==> config.mk <==
export PLATFORM = sky130hd
export DESIGN_NAME = periodic_task_slot_scheduler
export DESIGN_NICKNAME = d
export VERILOG_FILES = /design/src/rtl/pts_pkg.sv /design/src/rtl/pts_ram.sv /design/src/rtl/pts_front.sv /design/src/rtl/pts_queue.sv /design/src/rtl/pts_engine.sv /design/src/rtl/periodic_task_slot_scheduler.sv
export SDC_FILE = /design/constraint.sdc
export NUM_CORES = 2
export LEC_CHECK = 0
export BUFFER_PORTS_ARGS = -buffer_cell sky130_fd_sc_hd__buf_2
export CORE_MARGIN = 5
export CORE_UTILIZATION = 56
export CTS_CLUSTER_SIZE = 8
export DETAILED_ROUTE_END_ITERATION = 8
export GPL_TIMING_DRIVEN = 0
export PLACE_DENSITY_LB_ADDON = 0.2
export REMOVE_ABC_BUFFERS = 1
export SLEW_MARGIN = 20
export SYNTH_ARGS = -nofsm -noshare
export SYNTH_HDL_FRONTEND = slang
export SYNTH_HIERARCHICAL = 1
export SYNTH_MEMORY_MAX_BITS = 65536
export SYNTH_SLANG_ARGS = --single-unit
==> constraint.sdc <==
create_clock -name clk -period 9.6 [get_ports clk]
set_input_delay 0 -clock clk [delete_from_list [all_inputs] [get_ports clk]]
set_output_delay 0 -clock clk [all_outputs]
set_load 0.005 [all_outputs]
==> src/rtl/pts_pkg.sv <==
// Shared types, sizes and codes of the periodic task slot scheduler.
package pts_pkg;

    localparam int GROUPS = 4;
    localparam int SLOTS  = 16;
    localparam int CELLS  = GROUPS * SLOTS;

    localparam int GRP_W  = (GROUPS > 1) ? $clog2(GROUPS) : 1;
    localparam int SLOT_W = (SLOTS > 1) ? $clog2(SLOTS) : 1;
    localparam int CELL_W = (CELLS > 1) ? $clog2(CELLS) : 1;

    localparam int QDEPTH = 2;
    localparam int QPTR_W = (QDEPTH > 1) ? $clog2(QDEPTH) : 1;

    localparam int IN_DATA_W  = 72;
    localparam int IN_USER_W  = 3;
    localparam int OUT_DATA_W = 16;
    localparam int OUT_USER_W = 2;
    localparam int CFG_IDX_W  = 1;
    localparam int CFG_DATA_W = 4;

    localparam logic [CFG_IDX_W-1:0] CFG_PROC_EN = 1'd0;
    localparam logic [CFG_IDX_W-1:0] CFG_GROUPS  = 1'd1;

    typedef enum logic [2:0] {
        ACT_CREATE   = 3'd0,
        ACT_QUEUE    = 3'd1,
        ACT_PROCESS  = 3'd2,
        ACT_SET_EN   = 3'd3,
        ACT_MARK_DEL = 3'd4
    } action_t;

    typedef enum logic [1:0] {
        KIND_ACK   = 2'd0,
        KIND_FIRED = 2'd1,
        KIND_DONE  = 2'd2
    } kind_t;

    typedef enum logic [2:0] {
        STAT_OK       = 3'd0,
        STAT_DISABLED = 3'd1,
        STAT_ABSENT   = 3'd2,
        STAT_FULL     = 3'd3,
        STAT_EMPTY    = 3'd4
    } status_t;

    typedef enum logic [2:0] {
        OP_REPLY,
        OP_CREATE,
        OP_QUEUE,
        OP_SCAN,
        OP_SET_EN,
        OP_DELETE
    } op_t;

    typedef struct packed {
        op_t         op;
        kind_t       kind;
        status_t     status;
        logic [3:0]  slot;
        logic [1:0]  grp;
        logic        grp_ok;
        logic [31:0] now;
        logic [31:0] ival;
        logic        flag;
    } cmd_t;

    typedef struct packed {
        kind_t      kind;
        status_t    status;
        logic [3:0] slot;
        logic       periodic;
        logic       freed;
        logic [3:0] cur_slot;
        logic       cur_valid;
        logic       last;
    } res_t;

    function automatic logic [CELL_W-1:0] cell_of(input logic [GRP_W-1:0] g,
                                                  input logic [SLOT_W-1:0] s);
        cell_of = CELL_W'(int'(g) * SLOTS + int'(s));
    endfunction

endpackage

==> src/rtl/pts_ram.sv <==
// Generic single-write, single-read RAM with registered read data.
module pts_ram #(
    parameter int WIDTH = 32,
    parameter int DEPTH = 64,
    localparam int AW = (DEPTH > 1) ? $clog2(DEPTH) : 1
) (
    input  logic             clk,
    input  logic             wr_en,
    input  logic [AW-1:0]    wr_addr,
    input  logic [WIDTH-1:0] wr_data,
    input  logic             rd_en,
    input  logic [AW-1:0]    rd_addr,
    output logic [WIDTH-1:0] rd_data
);
    logic [WIDTH-1:0] mem [DEPTH];

    always_ff @(posedge clk)
    begin
        if (wr_en)
        begin
            mem[wr_addr] <= wr_data;
        end
        if (rd_en)
        begin
            rd_data <= mem[rd_addr];
        end
    end
endmodule

==> src/rtl/pts_front.sv <==
// Front end: accepts requests and classifies them against the configuration.
module pts_front (
    input  logic                          s_tvalid,
    output logic                          s_tready,
    input  logic [pts_pkg::IN_DATA_W-1:0] s_tdata,
    input  logic [pts_pkg::IN_USER_W-1:0] s_tuser,
    input  logic                          proc_en,
    input  logic [3:0]                    groups_present,
    input  logic                          q_full,
    output logic                          q_push,
    output pts_pkg::cmd_t                 q_entry
);
    import pts_pkg::*;

    action_t    act;
    logic [1:0] grp;
    logic       grp_ok;

    assign s_tready = !q_full;
    assign q_push   = s_tvalid && !q_full;
    assign act      = action_t'(s_tuser);
    assign grp      = s_tdata[1:0];
    assign grp_ok   = (int'(grp) < GROUPS) && groups_present[grp];

    always_comb
    begin
        q_entry        = '0;
        q_entry.grp    = grp;
        q_entry.grp_ok = grp_ok;
        q_entry.now    = s_tdata[37:6];
        q_entry.ival   = s_tdata[69:38];
        q_entry.flag   = s_tdata[70];
        q_entry.op     = OP_REPLY;
        q_entry.kind   = KIND_ACK;
        q_entry.status = STAT_OK;
        q_entry.slot   = 4'd0;
        unique case (act)
            ACT_CREATE, ACT_QUEUE:
            begin
                if (grp_ok)
                begin
                    q_entry.op = (act == ACT_CREATE) ? OP_CREATE : OP_QUEUE;
                end
                else
                begin
                    q_entry.status = STAT_ABSENT;
                end
            end
            ACT_PROCESS:
            begin
                q_entry.kind = KIND_DONE;
                if (!proc_en)
                begin
                    q_entry.status = STAT_DISABLED;
                end
                else if (!grp_ok)
                begin
                    q_entry.status = STAT_ABSENT;
                end
                else
                begin
                    q_entry.op = OP_SCAN;
                end
            end
            ACT_SET_EN, ACT_MARK_DEL:
            begin
                q_entry.slot = s_tdata[5:2];
                if (grp_ok)
                begin
                    q_entry.op = (act == ACT_SET_EN) ? OP_SET_EN : OP_DELETE;
                end
                else
                begin
                    q_entry.status = STAT_ABSENT;
                end
            end
            default:
            begin
                q_entry.op = OP_REPLY;
            end
        endcase
    end
endmodule

==> src/rtl/pts_queue.sv <==
// Short request queue between the front end and the slot engine.
module pts_queue (
    input  logic          clk,
    input  logic          rst_n,
    input  logic          push,
    input  pts_pkg::cmd_t push_data,
    output logic          full,
    input  logic          pop,
    output logic          head_valid,
    output pts_pkg::cmd_t head
);
    import pts_pkg::*;

    cmd_t               store [QDEPTH];
    logic [QPTR_W-1:0]  wr_ptr_reg, wr_ptr_next;
    logic [QPTR_W-1:0]  rd_ptr_reg, rd_ptr_next;
    logic [QPTR_W:0]    count_reg, count_next;

    assign full       = (int'(count_reg) == QDEPTH);
    assign head_valid = (count_reg != '0);
    assign head       = store[rd_ptr_reg];

    always_comb
    begin
        wr_ptr_next = wr_ptr_reg;
        rd_ptr_next = rd_ptr_reg;
        count_next  = count_reg;
        if (push)
        begin
            wr_ptr_next = (int'(wr_ptr_reg) == QDEPTH - 1) ? '0 : wr_ptr_reg + 1'b1;
        end
        if (pop)
        begin
            rd_ptr_next = (int'(rd_ptr_reg) == QDEPTH - 1) ? '0 : rd_ptr_reg + 1'b1;
        end
        if (push && !pop)
        begin
            count_next = count_reg + 1'b1;
        end
        else if (pop && !push)
        begin
            count_next = count_reg - 1'b1;
        end
    end

    always_ff @(posedge clk or negedge rst_n)
    begin
        if (!rst_n)
        begin
            wr_ptr_reg <= '0;
            rd_ptr_reg <= '0;
            count_reg  <= '0;
        end
        else
        begin
            wr_ptr_reg <= wr_ptr_next;
            rd_ptr_reg <= rd_ptr_next;
            count_reg  <= count_next;
        end
    end

    always_ff @(posedge clk)
    begin
        if (push)
        begin
            store[wr_ptr_reg] <= push_data;
        end
    end
endmodule

==> src/rtl/pts_engine.sv <==
// Slot engine: carries out queued requests on the slot tables and drives the results.
module pts_engine (
    input  logic          clk,
    input  logic          rst_n,
    input  logic          head_valid,
    input  pts_pkg::cmd_t head,
    output logic          pop,
    output logic          out_valid,
    input  logic          out_ready,
    output pts_pkg::res_t out_res
);
    import pts_pkg::*;

    typedef enum logic [1:0] {
        ENG_IDLE,
        ENG_SCAN,
        ENG_DONE
    } eng_state_t;

    eng_state_t         state_reg, state_next;
    logic [CELLS-1:0]   used_reg, used_next;
    logic [CELLS-1:0]   en_reg, en_next;
    logic [CELLS-1:0]   per_reg, per_next;
    logic [CELLS-1:0]   del_reg, del_next;
    logic [SLOT_W-1:0]  cur_slot_reg [GROUPS];
    logic [SLOT_W-1:0]  cur_slot_next [GROUPS];
    logic [GROUPS-1:0]  cur_valid_reg, cur_valid_next;
    logic [SLOT_W:0]    rd_idx_reg, rd_idx_next;
    logic               ev_valid_reg, ev_valid_next;
    logic [SLOT_W-1:0]  ev_idx_reg, ev_idx_next;
    logic               out_valid_reg, out_valid_next;
    res_t               out_reg, out_next;

    logic [GRP_W-1:0]   gi;
    logic               out_free;
    logic               found;
    logic [SLOT_W-1:0]  free_idx;
    logic [CELL_W-1:0]  free_cell;
    logic               slot_in;
    logic [CELL_W-1:0]  addr_cell;
    logic [CELL_W-1:0]  ev_cell;
    logic               fire;
    logic [3:0]         cur_slot_out;
    logic               cur_valid_out;

    logic               ram_rd_en;
    logic [CELL_W-1:0]  ram_rd_addr;
    logic               due_we;
    logic [CELL_W-1:0]  due_waddr;
    logic [31:0]        due_wdata;
    logic               period_we;
    logic [31:0]        due_rd;
    logic [31:0]        period_rd;

    pts_ram #(.WIDTH(32), .DEPTH(CELLS)) u_due (
        .clk     (clk),
        .wr_en   (due_we),
        .wr_addr (due_waddr),
        .wr_data (due_wdata),
        .rd_en   (ram_rd_en),
        .rd_addr (ram_rd_addr),
        .rd_data (due_rd)
    );

    pts_ram #(.WIDTH(32), .DEPTH(CELLS)) u_period (
        .clk     (clk),
        .wr_en   (period_we),
        .wr_addr (free_cell),
        .wr_data (head.ival),
        .rd_en   (ram_rd_en),
        .rd_addr (ram_rd_addr),
        .rd_data (period_rd)
    );

    assign out_valid     = out_valid_reg;
    assign out_res       = out_reg;
    assign gi            = GRP_W'(head.grp);
    assign out_free      = !out_valid_reg || out_ready;
    assign free_cell     = cell_of(gi, free_idx);
    assign slot_in       = (int'(head.slot) < SLOTS);
    assign addr_cell     = cell_of(gi, SLOT_W'(head.slot));
    assign ev_cell       = cell_of(gi, ev_idx_reg);
    assign ram_rd_addr   = cell_of(gi, rd_idx_reg[SLOT_W-1:0]);
    assign fire          = ev_valid_reg && used_reg[ev_cell] && en_reg[ev_cell]
                           && (head.now >= due_rd);
    assign cur_slot_out  = head.grp_ok ? 4'(cur_slot_reg[gi]) : 4'd0;
    assign cur_valid_out = head.grp_ok && cur_valid_reg[gi];

    always_comb
    begin
        found    = 1'b0;
        free_idx = '0;
        for (int i = SLOTS - 1; i >= 0; i--)
        begin
            if (!used_reg[cell_of(gi, SLOT_W'(i))])
            begin
                found    = 1'b1;
                free_idx = SLOT_W'(i);
            end
        end
    end

    always_comb
    begin
        state_next     = state_reg;
        used_next      = used_reg;
        en_next        = en_reg;
        per_next       = per_reg;
        del_next       = del_reg;
        cur_slot_next  = cur_slot_reg;
        cur_valid_next = cur_valid_reg;
        rd_idx_next    = rd_idx_reg;
        ev_valid_next  = ev_valid_reg;
        ev_idx_next    = ev_idx_reg;
        out_valid_next = out_valid_reg;
        out_next       = out_reg;
        pop            = 1'b0;
        ram_rd_en      = 1'b0;
        due_we         = 1'b0;
        due_waddr      = free_cell;
        due_wdata      = head.now + head.ival;
        period_we      = 1'b0;

        if (out_valid_reg && out_ready)
        begin
            out_valid_next = 1'b0;
        end

        unique case (state_reg)
            ENG_IDLE:
            begin
                if (head_valid && head.op == OP_SCAN)
                begin
                    state_next    = ENG_SCAN;
                    rd_idx_next   = '0;
                    ev_valid_next = 1'b0;
                end
                else if (head_valid && out_free)
                begin
                    pop                = 1'b1;
                    out_valid_next     = 1'b1;
                    out_next.kind      = head.kind;
                    out_next.status    = head.status;
                    out_next.slot      = head.slot;
                    out_next.periodic  = 1'b0;
                    out_next.freed     = 1'b0;
                    out_next.cur_slot  = cur_slot_out;
                    out_next.cur_valid = cur_valid_out;
                    out_next.last      = 1'b1;
                    case (head.op)
                        OP_CREATE, OP_QUEUE:
                        begin
                            if (!found)
                            begin
                                out_next.status = STAT_FULL;
                            end
                            else
                            begin
                                used_next[free_cell] = 1'b1;
                                del_next[free_cell]  = 1'b0;
                                en_next[free_cell]   = (head.op == OP_QUEUE);
                                per_next[free_cell]  = (head.op == OP_CREATE);
                                period_we            = 1'b1;
                                due_we               = 1'b1;
                                if (head.op == OP_CREATE)
                                begin
                                    due_wdata = 32'd0;
                                end
                                out_next.slot = 4'(free_idx);
                            end
                        end
                        OP_SET_EN, OP_DELETE:
                        begin
                            if (!slot_in || !used_reg[addr_cell])
                            begin
                                out_next.status = STAT_EMPTY;
                            end
                            else if (head.op == OP_SET_EN)
                            begin
                                en_next[addr_cell] = head.flag;
                            end
                            else
                            begin
                                del_next[addr_cell] = 1'b1;
                            end
                        end
                        default:
                        begin
                            out_next.kind = head.kind;
                        end
                    endcase
                end
            end
            ENG_SCAN:
            begin
                if (!fire || out_free)
                begin
                    if (fire)
                    begin
                        out_valid_next     = 1'b1;
                        out_next.kind      = KIND_FIRED;
                        out_next.status    = STAT_OK;
                        out_next.slot      = 4'(ev_idx_reg);
                        out_next.periodic  = per_reg[ev_cell];
                        out_next.freed     = !per_reg[ev_cell] || del_reg[ev_cell];
                        out_next.cur_slot  = 4'(ev_idx_reg);
                        out_next.cur_valid = 1'b1;
                        out_next.last      = 1'b0;
                        cur_slot_next[gi]  = ev_idx_reg;
                        cur_valid_next[gi] = 1'b1;
                        if (per_reg[ev_cell] && !del_reg[ev_cell])
                        begin
                            due_we    = 1'b1;
                            due_waddr = ev_cell;
                            due_wdata = head.now + period_rd;
                        end
                        else
                        begin
                            used_next[ev_cell] = 1'b0;
                            en_next[ev_cell]   = 1'b0;
                            per_next[ev_cell]  = 1'b0;
                            del_next[ev_cell]  = 1'b0;
                        end
                    end
                    if (int'(rd_idx_reg) < SLOTS)
                    begin
                        ram_rd_en     = 1'b1;
                        ev_valid_next = 1'b1;
                        ev_idx_next   = rd_idx_reg[SLOT_W-1:0];
                        rd_idx_next   = rd_idx_reg + 1'b1;
                    end
                    else
                    begin
                        ev_valid_next = 1'b0;
                        state_next    = ENG_DONE;
                    end
                end
            end
            ENG_DONE:
            begin
                if (out_free)
                begin
                    pop                = 1'b1;
                    out_valid_next     = 1'b1;
                    out_next.kind      = KIND_DONE;
                    out_next.status    = STAT_OK;
                    out_next.slot      = 4'd0;
                    out_next.periodic  = 1'b0;
                    out_next.freed     = 1'b0;
                    out_next.cur_slot  = cur_slot_out;
                    out_next.cur_valid = cur_valid_out;
                    out_next.last      = 1'b1;
                    state_next         = ENG_IDLE;
                end
            end
            default:
            begin
                state_next = ENG_IDLE;
            end
        endcase
    end

    always_ff @(posedge clk or negedge rst_n)
    begin
        if (!rst_n)
        begin
            state_reg     <= ENG_IDLE;
            used_reg      <= '0;
            en_reg        <= '0;
            per_reg       <= '0;
            del_reg       <= '0;
            cur_slot_reg  <= '{default: '0};
            cur_valid_reg <= '0;
            rd_idx_reg    <= '0;
            ev_valid_reg  <= 1'b0;
            ev_idx_reg    <= '0;
            out_valid_reg <= 1'b0;
        end
        else
        begin
            state_reg     <= state_next;
            used_reg      <= used_next;
            en_reg        <= en_next;
            per_reg       <= per_next;
            del_reg       <= del_next;
            cur_slot_reg  <= cur_slot_next;
            cur_valid_reg <= cur_valid_next;
            rd_idx_reg    <= rd_idx_next;
            ev_valid_reg  <= ev_valid_next;
            ev_idx_reg    <= ev_idx_next;
            out_valid_reg <= out_valid_next;
        end
    end

    always_ff @(posedge clk)
    begin
        out_reg <= out_next;
    end
endmodule

==> src/rtl/periodic_task_slot_scheduler.sv <==
// Top level of the periodic task slot scheduler.
//
// Channel   Dir  Handshake          Payload
// s_*       in   s_tvalid/s_tready  s_tuser action, s_tdata request fields
// m_*       out  m_tvalid/m_tready  m_tuser kind, m_tdata result, m_tlast
// cfg_*     in   cfg_valid/cfg_ready cfg_index register, cfg_data value
//
// A single-result request is carried out in the engine cycle that takes it from the queue.
// In a process request the engine reads one slot a cycle from the due-time and period
// memories, pausing while a fired result cannot leave, and then gives the done result.
// Reset clears all slot marks, current-slot records and control registers at once.
// Up to two requests wait in the queue while the engine or the output stalls.
module periodic_task_slot_scheduler (
    input  logic                           clk,
    input  logic                           rst_n,
    input  logic                           s_tvalid,
    output logic                           s_tready,
    // group[1:0], slot[5:2], now_ms[37:6], interval_ms[69:38], flag_value[70]
    input  logic [pts_pkg::IN_DATA_W-1:0]  s_tdata,
    // action[2:0]
    input  logic [pts_pkg::IN_USER_W-1:0]  s_tuser,
    output logic                           m_tvalid,
    input  logic                           m_tready,
    // status[2:0], result_slot[6:3], fired_periodic[7], slot_freed[8],
    // current_slot[12:9], current_valid[13]
    output logic [pts_pkg::OUT_DATA_W-1:0] m_tdata,
    // result_kind[1:0]
    output logic [pts_pkg::OUT_USER_W-1:0] m_tuser,
    output logic                           m_tlast,
    input  logic                           cfg_valid,
    output logic                           cfg_ready,
    input  logic [pts_pkg::CFG_IDX_W-1:0]  cfg_index,
    input  logic [pts_pkg::CFG_DATA_W-1:0] cfg_data
);
    import pts_pkg::*;

    logic       proc_en_reg, proc_en_next;
    logic [3:0] groups_reg, groups_next;
    logic       q_full;
    logic       q_push;
    cmd_t       q_entry;
    logic       q_pop;
    logic       head_valid;
    cmd_t       head;
    res_t       res;

    assign cfg_ready = 1'b1;

    always_comb
    begin
        proc_en_next = proc_en_reg;
        groups_next  = groups_reg;
        if (cfg_valid)
        begin
            unique case (cfg_index)
                CFG_PROC_EN: proc_en_next = cfg_data[0];
                CFG_GROUPS:  groups_next  = cfg_data[3:0];
            endcase
        end
    end

    always_ff @(posedge clk or negedge rst_n)
    begin
        if (!rst_n)
        begin
            proc_en_reg <= 1'b0;
            groups_reg  <= '0;
        end
        else
        begin
            proc_en_reg <= proc_en_next;
            groups_reg  <= groups_next;
        end
    end

    pts_front u_front (
        .s_tvalid       (s_tvalid),
        .s_tready       (s_tready),
        .s_tdata        (s_tdata),
        .s_tuser        (s_tuser),
        .proc_en        (proc_en_reg),
        .groups_present (groups_reg),
        .q_full         (q_full),
        .q_push         (q_push),
        .q_entry        (q_entry)
    );

    pts_queue u_queue (
        .clk        (clk),
        .rst_n      (rst_n),
        .push       (q_push),
        .push_data  (q_entry),
        .full       (q_full),
        .pop        (q_pop),
        .head_valid (head_valid),
        .head       (head)
    );

    pts_engine u_engine (
        .clk        (clk),
        .rst_n      (rst_n),
        .head_valid (head_valid),
        .head       (head),
        .pop        (q_pop),
        .out_valid  (m_tvalid),
        .out_ready  (m_tready),
        .out_res    (res)
    );

    assign m_tuser = res.kind;
    assign m_tlast = res.last;
    assign m_tdata = {2'b00, res.cur_valid, res.cur_slot, res.freed, res.periodic,
                      res.slot, res.status};
endmodule

# --- Yosys cells after proc, flatten, opt, wreduce, memory -nomap -nowiden ---
# Memories as Yosys holds them, arrays and structs flattened. A register that Yosys moved wholly into a read port is not among the register bits.
# Cells that the tools add are included.
op_classes:
  n_addsub: 26
  n_reduce_logical: 48
  bitwise: 12
  order_cmp: 29
  eq_ne: 28
  n_mux: 213
op_table:
  columns: ["operator", "n"]
  rows:
  - ["64-bit two-way mux", 30]
  - ["64-bit case mux with 2 select lines", 6]
  - ["64-bit AND", 5]
  - ["32-bit two-way mux", 8]
  - ["64-bit bitwise mux", 3]
  - ["6-bit by 7-bit < comparator with 1-bit output (second input constant)", 19]
  - ["64-bit inverter", 2]
  - ["64-bit OR", 2]
  - ["1-bit binary-select mux with 6-bit select", 20]
  - ["4-bit two-way mux", 23]
  - ["17-bit two-way mux", 5]
  - ["1-bit two-way mux", 74]
  - ["32-bit adder", 2]
  - ["32-bit case mux with 2 select lines", 1]
  - ["17-bit case mux with 3 select lines", 1]
  - ["6-bit by 4-bit adder with 6-bit output (second input constant)", 8]
  - ["32-bit >= comparator", 1]
  - ["6-bit by 3-bit adder with 6-bit output (second input constant)", 4]
  - ["6-bit by 4-bit adder with 6-bit output", 4]
  - ["6-bit two-way mux", 4]
  - ["2-bit two-way mux", 11]
  - ["10-bit AND reduction", 2]
  - ["1-bit demux with 6-bit select", 3]
  - ["6-bit by 1-bit >= comparator with 1-bit output (second input constant)", 3]
  - ["50 further kinds", 115]
word_totals:
  word_cells: 386
  ramBits: 4256
  memories: 3
  inputBits: 85
  register_bits: 315
  out_inout_bits: 22
mem_list:
  columns: ["memory", "words", "word_bits", "rd", "rd_ports_with_merged_regs", "write_ports", "line_no", "rtl"]
  rows:
  - ["u_engine.u_due.mem", 64, 32, 1, 1, 1, "pts_ram.sv:15", "logic [WIDTH-1:0] mem [DEPTH];"]
  - ["u_engine.u_period.mem", 64, 32, 1, 1, 1, "pts_ram.sv:15", null]
  - ["u_queue.store", 2, 80, 1, 0, 1, "pts_queue.sv:14", "cmd_t store [QDEPTH];"]

# --- Depth between registers and ports, before layout ---
# An unclocked memory read counts as a cell.
logic_depth:
  depth_word: 32
  depth_mapped: 22
  depth_no_buf: 16

# --- Hierarchy ---
# Netlist, hierarchy kept.
modules_own_cells:
  columns: ["mod", "area_each_um2", "seq_area_each_um2", "n_inst", "cells_each"]
  rows:
  - ["pts_ram", 79359.9, 62459.9, 2, 3511]
  - ["pts_engine", 24149.4, 7742.4, 1, 2824]
  - ["pts_queue", 6362.4, 4904.7, 1, 265]
  - ["pts_front", 715.7, 0.0, 1, 96]
  - ["periodic_task_slot_scheduler", 239.0, 125.1, 1, 17]

# --- Least setup slack after synthesis ---
# OpenSTA, ideal clock, no wires.
synth_timing:
  path_kind: "reg2reg"
  from: "register u_queue.rd_ptr_reg"
  to: "memory u_engine.u_due.mem[0][31] (data pin)"
  arrival_ns: 6.109
  period_less_slack_ns: 6.838
  stages_incl_launch_ff: 15
  setup_ns: 0.729
  setup_slack_ns: 2.762
  path_buffers: 2
  path_cell_list: "dfrtp_1 -> buf_6 -> buf_12 -> mux2_4 -> ha_1 -> and3_1 -> a221oi_1 -> o21ai_0 -> a21o_1 -> a22oi_1 -> o21ai_0 -> a311oi_1 -> o211ai_1 -> and3_1 -> o32ai_1"
synth_rtl:
  columns: ["item", "line_no", "rtl"]
  rows:
  - ["start, declared", "pts_queue.sv:16", "logic [QPTR_W-1:0] rd_ptr_reg, rd_ptr_next;"]
  - ["start signal, assigned", "pts_queue.sv:57", "rd_ptr_reg <= rd_ptr_next;"]
  - ["end, declared", "pts_ram.sv:15", null]

==> impl_results.md <==
- Met3 usage: 7.616%
- Area occupied by multi-input gates: 0.04968 mm²
- Relative slew margins: 15.35%
- Post-DRT Antenna Nets: 0
- Leak: 72.75 nW
- Number of setup violations in the final report: 0
- HP Start: s_tdata[0]
- Reg-to-reg startpoint: u_queue/rd_ptr_reg
- HPWL after DPL: 355900 µm
- Non-Filler Instances: 15540
- DRT Pass-1 Iters: 9
- Critical Path AT: 10260 ps
- Root buffer cell: clkbuf_16
- DR iter-0 viols: 15220
- Layout area overhead: 17.32%
- Post-placement cell area: 0.2035 mm²
- Skew-Pair Late Insertion Delay: 1050 ps
- Final #Nets: 11040
- Final Hold Viols: 0
- Routability congestion estimate: 0.9500
- Rows: 214
- RSZ-0062 raised after global routing: false
- Pwr dens: 356.7 mW/mm²
- Logic gate share of total power: 37.2%
- Post-synthesis register bit count: 4635
- First-pass GRT wire length: 800200 µm
- Wirelength per Cell: 36.43 µm
- Max Cap Violations: 0
- FF+latch area: 0.1377 mm²
- Hold path depth: 3
- Violated checks: DRC
- Synthesized cell area: 0.1902 mm²
- Die Area: 0.3514 mm²
- H-tree Lvls: 6
- Switch share: 35.47%
- Min-Delay Path Class: primary input to register
- CP delay by family, top: simple AND/OR/NAND/NOR gates
- Startpoint types: register
- Count of different cell masters after synthesis: 105
- Clock Power Share: 25.6%
- Psw: 28.23 mW
- Worst-path cell with the longest stage delay: nor2b_1
- RR Endpoint: u_engine/u_due/mem[47][27]
- Main combinational cell family by area after synthesis: multiplexers
- Measured slew at the worst slew-check pin: 1270 ps
- Post-route cell area: 0.2231 mm²
- WS Path Type: register to register
- Synthesized instance count: 10220
- Gr ovfl total: 0
- Final period utilization: 99.40%
- Crit path required time: 10320 ps
- Synth top area share: 68.48%
- WP buf/inv: 4
- GRT Util Overall: 31.98%
- Port buffer count: 102
- Crit path max fanout: 54
- Reg2reg setup slack: 60 ps
- Via Count: 108400
- Peak supply drop: 0.3902 mV
- Core ar.: 0.3390 mm²
- Met2 usage: 49.61%
- Largest cells by area after synthesis: edfxtp_1 68%, mux4_2 11%, dfrtp_1 3.9%, mux2i_1 2.3%, a22oi_1 1.1%
- Syn Area/Cell: 18.60 µm²
- Setup crit end kind: register
- Worst Hold Margin: 165.1 ps
- Die width: 592.8 µm
- Crit path cell chain: buf_16 -> mux2_8 -> buf_16 -> nor2b_1 -> nand2_2 -> o22ai_1 -> nor4_2 -> buf_4 -> nor4_4 -> nand2_1 -> or3_4 -> o21ai_2 -> nand4b_1 -> nor2_4 -> buf_12
- Simple-Gate Fraction of Synth Area: 3.093%
- Synth Area in Compound Gates: 6.804%
- TritonCTS Buffers: 651
- Layout Utilization: 65.83%
- Initial antenna violation count: 50
- Starting Density: 56.11%
- Vias in the first global route: 108000
- Post-synth EDFFs: 4337
- Die H: 592.8 µm
- Clock sinks: 4635
- Met1 GRT Util: 43.71%
- Reg clk slew, reported paths: 50 ps
- R2R depth: 15
- CTS tree: done
- Yosys top cell by area: edfxtp_1
- Synth Area in Adders: 0.6789%
- DRC: 4
- CTS max path bufs: 4
- Seq/Total Area, Yosys: 72.40%
- Min cycle time layout: 9542 ps
- Biggest regs: u_engine/u_due/mem (2048), u_engine/u_period/mem (2048), u_queue/store (160)
- Ys async rst share: 6.429%
- Seq pwr share: 37.2%
- Status: finished, violations left
- I/O pins: 107
- Critical path's largest stage delay: 960 ps
- FMAX: 0.1048 GHz
- Largest net degree at the start of global routing: 86
- Yosys warns: 6
- CP most frequent cell: buf_16
- Worst Hold Path EP: u_queue/store[0][65]
- Ys flop type: edfxtp_1
- Layout cells sized above 1: 24.27%
- Top Usage Layer GRT: met2
- Detailed Route WL: 566300 µm
- Fill cells: 21860
- Post-synthesis xor/xnor area fraction: 0.2671%
- Setup Skew: 83.89 ps
- Placed insts: 14560
- Fin. max-slew vios: 0
- Post-synthesis mux area share: 14.27%
- Vias per cell: 6.978
- Cell Int Power: 51.37 mW
-- routing by layer --
metal | vias to the layer above | wire length, µm | part of all wire (%)
met1 | 56610 | 208600 | 37
met3 | 1432 | 62770 | 11
met2 | 7099 | 264700 | 47
li1 | 43280 | - | -
met5 | - | 281 | 0.050
met4 | 26 | 29900 | 5.3
-- placed cells by master (no fill, tap or decap), types with 32 or more instances in the layout --
cell	count
diode_2	37
buf_8	32
nand2_1	355
clkbuf_1	52
mux4_2	938
buf_12	151
o31ai_1	40
nor2b_1	41
o2bb2ai_1	38
dlygate4sd3_1	179
inv_1	82
a21o_1	48
mux2_2	42
o211ai_1	70
nor2_4	139
edfxtp_1	4337
clkbuf_16	659
ha_1	99
nand2b_1	60
nand3_1	178
o21ai_0	326
buf_2	101
a221oi_1	32
a22o_1	32
mux2_4	81
nor2_1	176
o221ai_1	44
a21oi_1	269
a31oi_1	149
mux2i_1	428
dfrtp_1	290
buf_16	214
o22ai_1	155
a22oi_1	279
a211oi_1	57
-- cell type report --
type | instances | area share, %
multi-input cells | 4778 | 22.27
repair buffers | 704 | 5.364
clock buffers | 714 | 7.496
flip-flops and latches | 4635 | 61.72
well taps | 4536 | 2.544
clock inverters | 51 | 0.4189
diodes | 37 | 0.04149
inverters | 87 | 0.1492
-- through the flow --
step	worst slack [ps]	TNS [ps]	total power, mW
finish	57.88	0	79.60
global route	152.7	0	82.00
CTS	15.08	0	79.36
detailed placement	-29.97	-491.4	58.85
global placement	-55940	-	53.44
floorplan	-34070	-2529460	45.87
-- worst max path at each step --
| stage | start | to | slack, ps | cells past startpoint |
|---|---|---|---|---|
| finish | u_queue/rd_ptr_reg | u_engine/u_due/mem[47][27] | 60 | 15 |
| global route | u_queue/rd_ptr_reg | u_engine/u_due/mem[47][27] | 150 | 15 |
| CTS | u_queue/rd_ptr_reg | u_engine/u_due/mem[17][29] | 20 | 16 |
| detailed placement | u_queue/rd_ptr_reg | u_engine/u_due/mem[7][21] | -30 | 15 |
| global placement | u_engine/rd_idx_reg[0] | u_engine/u_period/rd_data[19] | -55940 | 4 |
| floorplan | u_engine/rd_idx_reg[0] | u_engine/u_due/rd_data[17] | -34070 | 4 |
-- power groups by stage --
stage               logic (mW)  clock network [mW]  registers, mW
detailed placement        28.9                   0           29.9
CTS                       29.2                20.6           29.6
floorplan                 15.0                   0           30.9
finish                    29.6                20.4           29.6
global route              30.8                21.6           29.6
global placement          22.3                   0           31.2
-- worst reg2reg max path, delay by kind of cell (launching register included) --
kind | cells | cell delay (ps)
AND/OR/NAND/NOR | 8 | 5440
flip-flops | 1 | 750
buffers and inverters | 4 | 1210
AO/OA/AOI/OAI | 2 | 1270
multiplexers | 1 | 540
-- cells by family (layout without fill, tap and decap cells) --
group,Yosys count,after routing
xor+xnor,58,58
compound gates,1887,1887
fa+ha+maj,102,102
other cells,3,42
mux,1492,1492
buf+inv,813,1556
flops,4635,4635
simple gates,1234,1234
-- what timing repair did --
action                     in CTS  in global routing
hold endpoints to repair      557                  0
setup buffers                   0                  1
pin swaps                       0                  1
hold buffers                  180                  0
gates resized for setup         2                  1
setup endpoints to repair     139                 52
-- cell usage after synthesis (70+ instances only) --
library cell  number
inv_1             84
mux2_4            83
dfrtp_1          298
nand2_1          366
buf_2            161
clkbuf_1         287
o22ai_1          176
mux2i_1          428
a31oi_1          149
a22oi_1          279
edfxtp_1        4337
ha_1             100
o211ai_1          70
a21oi_1          270
nand3_1          178
buf_4            150
mux4_2           938
buf_6             75
o21ai_0          333
nor2_1           339
No activity file was read; power rests on OpenSTA's default activity.
